<file path="src/rtl/bqr_pkg.sv">
package bqr_pkg;

  localparam int unsigned SAMPLE_W  = 32;
  localparam int unsigned COEF_W    = 40;
  localparam int unsigned INC_W     = COEF_W + 1;
  localparam int unsigned ACC_W     = 64;
  localparam int unsigned FRAC_BITS = 32;
  localparam int unsigned STEPS_W   = 16;
  localparam int unsigned OP_W      = 2;
  localparam int unsigned CFG_IDX_W = 3;

  localparam int unsigned NUM_COEF   = 5;
  localparam int unsigned COEF_IDX_W = $clog2(NUM_COEF);

  localparam int unsigned RAMP_COUNT_BITS_DEF = 16;

  // The divider produces one quotient bit per cycle.
  localparam int unsigned DIV_STEPS = INC_W;
  localparam int unsigned DIV_CNT_W = $clog2(DIV_STEPS + 1);

  // Reset value of the coefficients: b0 is unity in Q32, the rest zero.
  localparam logic signed [COEF_W-1:0] COEF_RST [NUM_COEF] = '{
    40'sh01_0000_0000, 40'sh0, 40'sh0, 40'sh0, 40'sh0
  };

  typedef enum logic [OP_W-1:0] {
    OP_FILTER = 2'd0,
    OP_APPLY  = 2'd1,
    OP_CLEAR  = 2'd2
  } op_t;

  typedef enum logic [CFG_IDX_W-1:0] {
    CFG_B0    = 3'd0,
    CFG_B1    = 3'd1,
    CFG_B2    = 3'd2,
    CFG_A1    = 3'd3,
    CFG_A2    = 3'd4,
    CFG_STEPS = 3'd5
  } cfg_idx_t;

  typedef struct packed {
    logic clr;  // start a new sum
    logic mul;  // operands valid this cycle
  } mac_ctl_t;

endpackage

</file>
<file path="src/rtl/bqr_mac.sv">
module bqr_mac (
  input  logic                                  clk,
  input  logic                                  rst_n,
  input  bqr_pkg::mac_ctl_t                     ctl,
  input  logic signed [bqr_pkg::COEF_W-1:0]     coef,
  input  logic signed [bqr_pkg::SAMPLE_W-1:0]   term,
  output logic signed [bqr_pkg::SAMPLE_W-1:0]   acc_hi
);
  import bqr_pkg::*;

  logic signed [COEF_W+SAMPLE_W-1:0] prod;
  logic [ACC_W-1:0]                  prod_r;
  logic [ACC_W-1:0]                  acc_r;
  logic                              prod_vld_r;

  // Only the low 64 bits of each product matter, the sum wraps modulo 2^64.
  assign prod = coef * term;

  always_ff @(posedge clk) begin
    if (!rst_n) begin
      prod_vld_r <= 1'b0;
    end else begin
      prod_vld_r <= ctl.mul;
    end
  end

  always_ff @(posedge clk) begin
    if (ctl.mul) begin
      prod_r <= prod[ACC_W-1:0];
    end
    if (ctl.clr) begin
      acc_r <= '0;
    end else if (prod_vld_r) begin
      acc_r <= acc_r + prod_r;
    end
  end

  assign acc_hi = signed'(acc_r[ACC_W-1 -: SAMPLE_W]);

endmodule

</file>
<file path="config.mk">
export PLATFORM = sky130hd
export DESIGN_NAME = bqr_mac
export DESIGN_NICKNAME = d
export VERILOG_FILES = /design/src/rtl/bqr_pkg.sv /design/src/rtl/bqr_mac.sv
export SDC_FILE = /design/constraint.sdc
export NUM_CORES = 2
export LEC_CHECK = 0
export ABC_AREA = 0
export CAP_MARGIN = 10
export CELL_PAD_IN_SITES_DETAIL_PLACEMENT = 2
export CELL_PAD_IN_SITES_GLOBAL_PLACEMENT = 2
export CORE_MARGIN = 2
export CORE_UTILIZATION = 30
export CTS_CLUSTER_SIZE = 8
export DETAILED_ROUTE_END_ITERATION = 16
export DONT_BUFFER_PORTS = 1
export PLACE_DENSITY = 0.66
export SYNTH_ARGS = -nofsm -noshare
export SYNTH_HDL_FRONTEND = slang
export SYNTH_SLANG_ARGS = --single-unit
</file>
<file path="constraint.sdc">
create_clock -name clk -period 11.2 [get_ports clk]
set_input_delay 0.56 -clock clk [delete_from_list [all_inputs] [get_ports clk]]
set_output_delay 0.56 -clock clk [all_outputs]
set_load 0.01 [all_outputs]
</file>
==> metrics list <==
- Run status: completed
- After synthesis, the cell types taking the most area are fa_1 50%, inv_1 8.8%, and2_1 7.4%.
- Along the worst path, the maximum fanout reaches 25.
- Data required, critical path: 11.36 ns
* Number of post-CTS setup repair buffers: 0
- At the pin with the least slew margin, the transition time is 1.05 ns.
- Counting I/O delays and the setup requirement, the final critical path takes 8.01 ns.
* Overall track demand over capacity in global routing: 20.0%
* Post-cts resize count: 0
* Antenna violations before repair: 8
- Nets@finish: 6540
- Predominant post-synthesis flop cell: dfxtp_1
- Worst hold path stage count: 1
- When the netlist entered floorplanning its net count stood at between 6000 and 7000.
- Post-synthesis async set-or-reset flop share: 0%
- fa_1 takes more of the synthesized area than any other cell.
* Site row count: 148
- In the finished design, the share of the clock period the worst path needs comes to 71.5%.
* Total number of vias: ~34000
* Top-area cell type share of the netlist area: roughly half
* Clock tree from TritonCTS: yes
- Entering global routing, the biggest net connects between 60 and 70 pins.
- After detailed routing, the number of remaining DRC violations is 0.
- Clock skew on the completed layout was measured at 0.0162 ns.
- From left edge to right edge, the die measures 408 um.
- HPWL after detailed placement: 129 mm
- The worst register-to-register path ends at acc_r[50].
- By instance count, the leading cell after synthesis is fa_1.
- For flop-to-flop paths, the worst setup slack is 7.11 ns.
* Clock Latency Late Sink: 0.45 ns
* Final setup violation count: 0
- Critical Setup Path Class: in -> reg
* Number of global-route vias before repair: roughly 42000
- Overflow after GRT: 0
- Clock-pin slew was measured on the worst setup and hold paths at 0.07 ns.
- The synthesized design contains 64 enable-type register cells.
* Clock buffer count from CTS: 17
* Maximum buffer depth of the clock tree: 2
- Once detail routing completed, the nets flagged for antenna violations numbered 0.
* Sequential area share after synthesis: under 10%
- The first TritonRoute pass finished after 4 iterations.
* Violation count after the first detailed-route iteration: 1316
- The commonest cells after synthesis are 1224 x fa_1, 1143 x inv_1, 738 x nand2_1, 579 x and2_1, 274 x clkbuf_1.
* TritonCTS Sinks: 129
- The die covers roughly 170000 um2.
* Depth of the CTS H-tree: 4
* Average instance area after synthesis: 9.25 um2
- # Max-Cap Violations: 0
- In the final layout, the share of cells above drive strength 1 is under 10%.
- Setup repair after global routing left no endpoint under its margin.
- The layout has 18200 filler cells.
- Routability congestion estimate from global placement: 0.803
* Peak clock frequency supported by timing: 0.125 GHz
* Critical path launch point type: input port
- In the synthesized netlist, the number of instances is 5294.
- For this run, the number of Yosys warnings is 0.
- Post-detailed-routing wire length: 161 mm
- The count of final max-slew check failures is 0.
- The worst setup path is captured at a register.
- During I/O placement, the number of pins put on the boundary was 108.
* Worst Reg-to-Reg Cells: 15
- The region available for standard cell placement spans 162000 um2.
- The synthesized netlist occupies a cell area of 49000 um2.
* Clock root buffer: clkbuf_16
- Relative to the synthesized area, the layout overhead comes to 3.97%.
- For this configuration, the core starts out at a cell density of 30.2%.
* Startpoint of the most critical hold path: ctl[1]
* Number of distinct library cells after synthesis: 83
* Overall die height: 408 um
- Number of vias per cell after detailed routing: 4.79
- Headroom to the max-slew limit came out at 29.5%.
- Post-CTS Hold Fix Bufs: 0
- The worst register-to-register path begins at acc_r[0].
- After detailed routing, the average wire length per cell comes to 22.5 um.
- Number of endpoints with negative hold slack in the final report: 0
- Flip-flop and latch count after synthesis: 129
- The tightest min-delay check is of the in -> reg type.
- First-pass GRT wire length: 256 mm
- Total negative slack: 0 ns
- Hold endpoint: acc_r[63]
* Total of buffers placed on input and output ports: 0
- Signal arrival time at the worst endpoint: 8.17 ns
-- metal layers --
metal  share of wire, %  wire [um]  track usage, %
met1                 47      76600            27.9
met2                 48      78200            34.3
met3                3.2       5180            2.05
met4               0.88       1420            2.39
met5                  0          0               0
-- state kept, by name, indices dropped and copies added, names as in the netlist --
signal and flops:
acc_r 64, prod_r 64, prod_vld_r 1
-- critical path, stage by stage --
cell	delay [ns]
nand2_1	0.21
inv_1	0.10
fa_1	0.82
fa_1	0.66
fa_1	0.58
fa_1	0.67
inv_1	0.26
fa_1	0.54
inv_1	0.06
fa_1	0.44
fa_1	0.69
fa_1	0.49
ha_1	0.43
a21oi_1	0.19
o21ai_0	0.09
a21oi_1	0.30
nor2b_1	0.08
o21ai_0	0.15
nand2b_1	0.08
a21oi_1	0.30
o31ai_1	0.12
a21oi_1	0.18
xnor2_1	0.10
-- worst max path at each step --
stage / start / to / slack, ns
final: coef[39] / prod_r[63] / 3.19
after global placement: term[5] / prod_r[63] / 2.77
after floorplan: term[23] / prod_r[60] / 3.42
after CTS: coef[39] / prod_r[63] / 3.19
after global routing: coef[39] / prod_r[63] / 2.85
after detailed placement: coef[39] / prod_r[63] / 2.74
-- layout make-up --
type                    instances  area (um2)  share of cell area, %
clock inverters                14         138                  0.270
diodes                          1        2.50                0.00491
repair buffers                  2        15.0                 0.0295
clock buffers                  18         450                  0.884
well taps                    2175        2720                   5.34
multi-input cells            3692       40100                   78.7
inverters                    1144        4290                   8.43
flip-flops and latches        129        3230                   6.34
-- cells in the final DEF (no fill, tap or decap), drive strengths merged, types with 31 or more instances in the layout --
master,netlist,layout
fa,1224,1224
inv,1144,1152
nand2,738,738
and2,579,579
ha,254,254
nor2,137,137
a21oi,137,137
xnor2,94,94
a21o,80,80
o21ai,74,74
dfxtp,65,65
edfxtp,64,64
mux2i,49,49
xor2,40,40
nand3,31,31
-- through the flow --
stage	instance area, um2	worst slack [ns]	utilization, %	instances	hold WS, ns
after global routing	50900	2.85	31.4	7174	0.162
after floorplan	49000	3.42	-	5294	0.443
final	50900	3.19	31.4	7175	0.181
after detailed placement	50300	2.74	31.0	7142	0.489
after CTS	50900	3.19	31.4	7174	0.146
after global placement	50300	2.77	31.0	7142	0.477
-- logic make-up (layout without fill, tap and decap cells) --
kind of cell | count (synthesis) | in the layout | synth area share (%)
compound gates | 422 | 422 | 5.83
xor+xnor | 134 | 134 | 2.40
fa+ha+maj | 1478 | 1478 | 56.5
buf+inv | 1473 | 1178 | 11.6
flops | 129 | 129 | 6.58
mux | 49 | 49 | 1.00
other cells | 0 | 1 | 0
simple gates | 1609 | 1609 | 16.1
Power is not shown: default switching activity piles up to over one toggle a cycle in this logic, so the estimate is an artifact.
