[config.mk]
export PLATFORM = sky130hd
export DESIGN_NAME = bqr_div
export DESIGN_NICKNAME = d
export VERILOG_FILES = /design/src/rtl/bqr_pkg.sv /design/src/rtl/bqr_div.sv
export SDC_FILE = /design/constraint.sdc
export NUM_CORES = 1
export LEC_CHECK = 0
export BUFFER_PORTS_ARGS = -buffer_cell sky130_fd_sc_hd__buf_2
export CAP_MARGIN = 20
export CORE_UTILIZATION = 45
export DETAILED_ROUTE_END_ITERATION = 8
export PLACE_DENSITY = 0.65
export SLEW_MARGIN = 20
export SYNTH_ARGS = -nofsm -noshare
export SYNTH_HDL_FRONTEND = slang
export SYNTH_SLANG_ARGS = --single-unit
[constraint.sdc]
create_clock -name clk -period 6.2 [get_ports clk]
set_input_delay 0 -clock clk [delete_from_list [all_inputs] [get_ports clk]]
set_output_delay 0 -clock clk [all_outputs]
set_load 0.02 [all_outputs]
[src/rtl/bqr_pkg.sv]
package bqr_pkg;

  localparam int unsigned SAMPLE_W  = 32;
  localparam int unsigned COEF_W    = 40;
  localparam int unsigned INC_W     = COEF_W + 1;
  localparam int unsigned ACC_W     = 64;
  localparam int unsigned FRAC_BITS = 32;
  localparam int unsigned STEPS_W   = 16;
  localparam int unsigned OP_W      = 2;
  localparam int unsigned CFG_IDX_W = 3;

  localparam int unsigned NUM_COEF   = 5;
  localparam int unsigned COEF_IDX_W = $clog2(NUM_COEF);

  localparam int unsigned RAMP_COUNT_BITS_DEF = 16;

  // The divider produces one quotient bit per cycle.
  localparam int unsigned DIV_STEPS = INC_W;
  localparam int unsigned DIV_CNT_W = $clog2(DIV_STEPS + 1);

  // Reset value of the coefficients: b0 is unity in Q32, the rest zero.
  localparam logic signed [COEF_W-1:0] COEF_RST [NUM_COEF] = '{
    40'sh01_0000_0000, 40'sh0, 40'sh0, 40'sh0, 40'sh0
  };

  typedef enum logic [OP_W-1:0] {
    OP_FILTER = 2'd0,
    OP_APPLY  = 2'd1,
    OP_CLEAR  = 2'd2
  } op_t;

  typedef enum logic [CFG_IDX_W-1:0] {
    CFG_B0    = 3'd0,
    CFG_B1    = 3'd1,
    CFG_B2    = 3'd2,
    CFG_A1    = 3'd3,
    CFG_A2    = 3'd4,
    CFG_STEPS = 3'd5
  } cfg_idx_t;

  typedef struct packed {
    logic clr;  // start a new sum
    logic mul;  // operands valid this cycle
  } mac_ctl_t;

endpackage

[src/rtl/bqr_div.sv]
module bqr_div #(
  parameter int unsigned DIVISOR_W = bqr_pkg::RAMP_COUNT_BITS_DEF
) (
  input  logic                               clk,
  input  logic                               rst_n,
  input  logic                               start,
  input  logic signed [bqr_pkg::INC_W-1:0]   dividend,
  input  logic [DIVISOR_W-1:0]               divisor,
  output logic                               done,
  output logic signed [bqr_pkg::INC_W-1:0]   quotient
);
  import bqr_pkg::*;

  logic [INC_W-1:0]     dq_r;
  logic [INC_W-1:0]     dq_nxt;
  logic [DIVISOR_W-1:0] rem_r;
  logic [DIVISOR_W-1:0] rem_nxt;
  logic [DIVISOR_W-1:0] dsr_r;
  logic                 neg_r;
  logic [DIV_CNT_W-1:0] cnt_r;
  logic                 done_r;
  logic [DIVISOR_W:0]   rem_sh;
  logic [DIVISOR_W:0]   rem_dif;
  logic                 ge;
  logic [INC_W-1:0]     mag;

  // Restoring division on magnitudes; the sign is applied afterwards so
  // that the quotient truncates toward zero.
  assign mag     = dividend[INC_W-1] ? INC_W'(-dividend) : INC_W'(dividend);
  assign rem_sh  = {rem_r, dq_r[INC_W-1]};
  assign rem_dif = rem_sh - {1'b0, dsr_r};
  assign ge      = rem_sh >= {1'b0, dsr_r};
  assign rem_nxt = ge ? rem_dif[DIVISOR_W-1:0] : rem_sh[DIVISOR_W-1:0];
  assign dq_nxt  = {dq_r[INC_W-2:0], ge};

  always_ff @(posedge clk) begin
    if (!rst_n) begin
      cnt_r  <= '0;
      done_r <= 1'b0;
    end else begin
      done_r <= 1'b0;
      if (start) begin
        cnt_r <= DIV_CNT_W'(DIV_STEPS);
      end else if (cnt_r != '0) begin
        cnt_r  <= cnt_r - 1'b1;
        done_r <= cnt_r == DIV_CNT_W'(1);
      end
    end
  end

  always_ff @(posedge clk) begin
    if (start) begin
      dq_r  <= mag;
      rem_r <= '0;
      dsr_r <= divisor;
      neg_r <= dividend[INC_W-1];
    end else if (cnt_r != '0) begin
      dq_r  <= dq_nxt;
      rem_r <= rem_nxt;
    end
  end

  assign done     = done_r;
  assign quotient = neg_r ? signed'(-dq_r) : signed'(dq_r);

endmodule

==> metrics <==
status=finished clean; flop2flop setup slack=3280 ps; clk slew on worst S/H paths=60 ps; RSZ-0062 raised after global routing=no; Hold EP=dq_r[15]; crit-path cells=or4_4 > nor4_4 > nand2_1 > or4_1 > or4_4 > o31ai_2 > xnor2_1 > buf_2; achievable frequency=293.8 MHz; worst r2r src=dq_r[40]; crit path kind=flop to output port; antenna-violating nets left=0; TritonCTS buffer count=9; first-pass GRT wire length=22,030 µm; Slowest cell on crit path=or4_1; min Tclk post-route=3404 ps; Max Buffers Root-to-Sink=2; post-CTS resize count=0; final WL=13,210 µm; pre-CTS setup slack=3167 ps; Min-Delay Startpoint=dividend[15]; Top cell by count, worst path=or4_4; kind of cell adding the most delay to the critical path=simple AND/OR/NAND/NOR gates; endpoint type of the worst setup path=output port; commonest non-fill, non-tap cell in the layout=buf_2; htree depth=3; DRC=0; number of global-route vias before repair=4,675; Setup-failing EPs final=0; Syn Inst Count=631; Die Span X=114.5 µm; root buffer cell=clkbuf_16; # rows=40; core box area=12,160 µm²; Yosys warnings=0; Top Ports=102; commonest non-fill, non-tap cells in the layout=buf_2, nor2_1, edfxtp_1; clock sinks=81; Buffers & Inverters on Critical Path=1; fin cells=902; Cell variety after synth=56; Fillers=1,122; Post-Syn Area=5697 µm²; Pins Over Slew Limit=0; Placed Cells=868; Net Count, Synth=712; via count=4,930; antenna violations before repair=0; peak supply drop=180.6 µV; Leak=2.732 nW; Max Cap Viol=0; GRT Util Overall=21.22%; Area Overhead vs Synth=19.31%; setup ws final=2796 ps; chip height=114.5 µm; Nets=810; Multi-input gate area=3266 µm²; Post-synth EDFFs=58; Final Core Density=55.88%; Final HPWL DP=9470 µm; Worst slew margin=31.93%; Synth area leaders=edfxtp_1, dfxtp_1, xnor2_1; terminus of the critical flop-to-flop path=rem_r[14]; PwrDens=343.4 nW/µm²; die area=13,110 µm²; kind of start point of the critical path=flop; WP data required=6200 ps; hold_buf cts=17; Mean Syn Cell Area=9.028 µm²; Post-CTS Setup Inserts=0; Iter 0 DRT Violations=280; largest net degree at the start of global routing=90; main flop type after synthesis=edfxtp_1; critical path peak fanout=8; worst slew pin tran=1019 ps; register area share after synthesis=38.66%; Overflow after GRT=0; ratio of cells with drive above 1 in the final layout=18.39%; Arr. time, crit path=3400 ps; setup TNS=0 ps; FF-to-FF path depth=10; hold depth=3; Sequential Area=2202 µm²; final period utilization=54.91%; post-DR wirelength/cell=14.64 µm; HP Class=input port to flop; gpl congestion=0.9082; cell accounting for the most synthesized area=edfxtp_1; clock skew=6.131 ps; Yosys reg bits=81; final hold vios=0; Synth async-reset ratio=0%; vias per inst=5.466; Clock Latency Late Sink=340 ps; top-area cell type share of the netlist area=30.57%; # diodes=0; Pre-Repair DR Iteration Count=5; Max stage delay on crit path=670 ps; Starting Density=46.84%; CTS tree=done; IO Port Bufs=101
layer usage:
| metal | vias up | track usage [%] | wire length, µm |
|---|---|---|---|
| met1 | 2284 | 29.09 | 6193 |
| met2 | 131 | 33.21 | 6079 |
| met3 | 17 | 3.600 | 712 |
| li1 | 2498 | - | - |
| met5 | - | 0 | 0 |
| met4 | 0 | 8.745 | 224 |
report_power, final:
part	switching, mW	internal (mW)
Sequential	0.106	0.705
Combinational	0.559	0.412
Clock	0.208	0.345
Total	0.872	1.46
logic make-up (layout without fill, tap and decap cells):
group | Yosys count | count (layout) | share of synthesized area (%)
xor+xnor | 90 | 90 | 13.84
fa+ha+maj | 21 | 21 | 4.744
flops | 81 | 81 | 38.66
mux | 15 | 15 | 2.636
simple gates | 196 | 196 | 17.20
compound gates | 167 | 167 | 18.78
buf+inv | 61 | 164 | 4.151
sequential cells by signal (all words and copies together) (netlist names):
register  cells
neg_r         1
rem_r        16
dq_r         41
cnt_r         6
dsr_r        16
done          1
cell usage after synthesis (2+ instances only):
master and instances:
nor3_1 16, nand3_1 2, or2_2 4, o21ai_0 37
xor2_1 43, or4_1 9, o211ai_1 3, a21boi_0 3
nor2b_1 4, ha_1 20, o21a_1 3, dfxtp_1 23
a21oi_1 52, a31oi_1 2, nand2b_1 8, o22ai_1 2
a211oi_1 14, o31ai_1 24, o41ai_1 11, inv_1 26
or3b_2 2, nand4_1 5, and3_1 2, buf_2 2
nand3b_1 3, clkbuf_1 29, xnor2_1 47, nand2_1 43
a21o_1 4, or3_1 14, nor2_1 71, or4_4 3
edfxtp_1 58, nor4_1 3, mux2i_1 15, o31ai_2 2
a311oi_1 3
through the flow:
stage | power [mW] | hold slack [ps] | area, µm²
finish | 2.334 | 60.12 | 6797
global route | 2.490 | 74.62 | 6797
CTS | 2.341 | 53.91 | 6782
detailed placement | 1.772 | 178.1 | 6302
global placement | 1.754 | 176.4 | 6302
floorplan | 1.525 | 98.87 | 5697
layout make-up:
type                       instances  share of cell area, %
sequential                        81                  32.40
multi-input combinational        489                  48.05
clock buffer                      14                  4.032
tap                              168                  3.093
clock inverter                     2                 0.5155
timing repair buffer             121                  10.42
inverter                          27                  1.491
worst register-to-register path: cells and delay by family (launching register included):
family                   cells  cell delay, ps
flip-flops                   1             370
adder cells (fa/ha/maj)      2             620
AO/OA/AOI/OAI                4            1060
AND/OR/NAND/NOR              3             700
buffers and inverters        1              70
worst max-delay path by stage:
stage | start | endpoint | slack, ps | cells past startpoint
global placement | dq_r[10] | quotient[36] | 3190 | 8
global route | dq_r[9] | quotient[36] | 2600 | 8
finish | dq_r[9] | quotient[36] | 2800 | 8
detailed placement | dq_r[10] | quotient[36] | 3170 | 8
floorplan | dq_r[10] | quotient[34] | 3440 | 8
CTS | dq_r[9] | quotient[36] | 2800 | 8
Power figures use the tool's default switching activity.
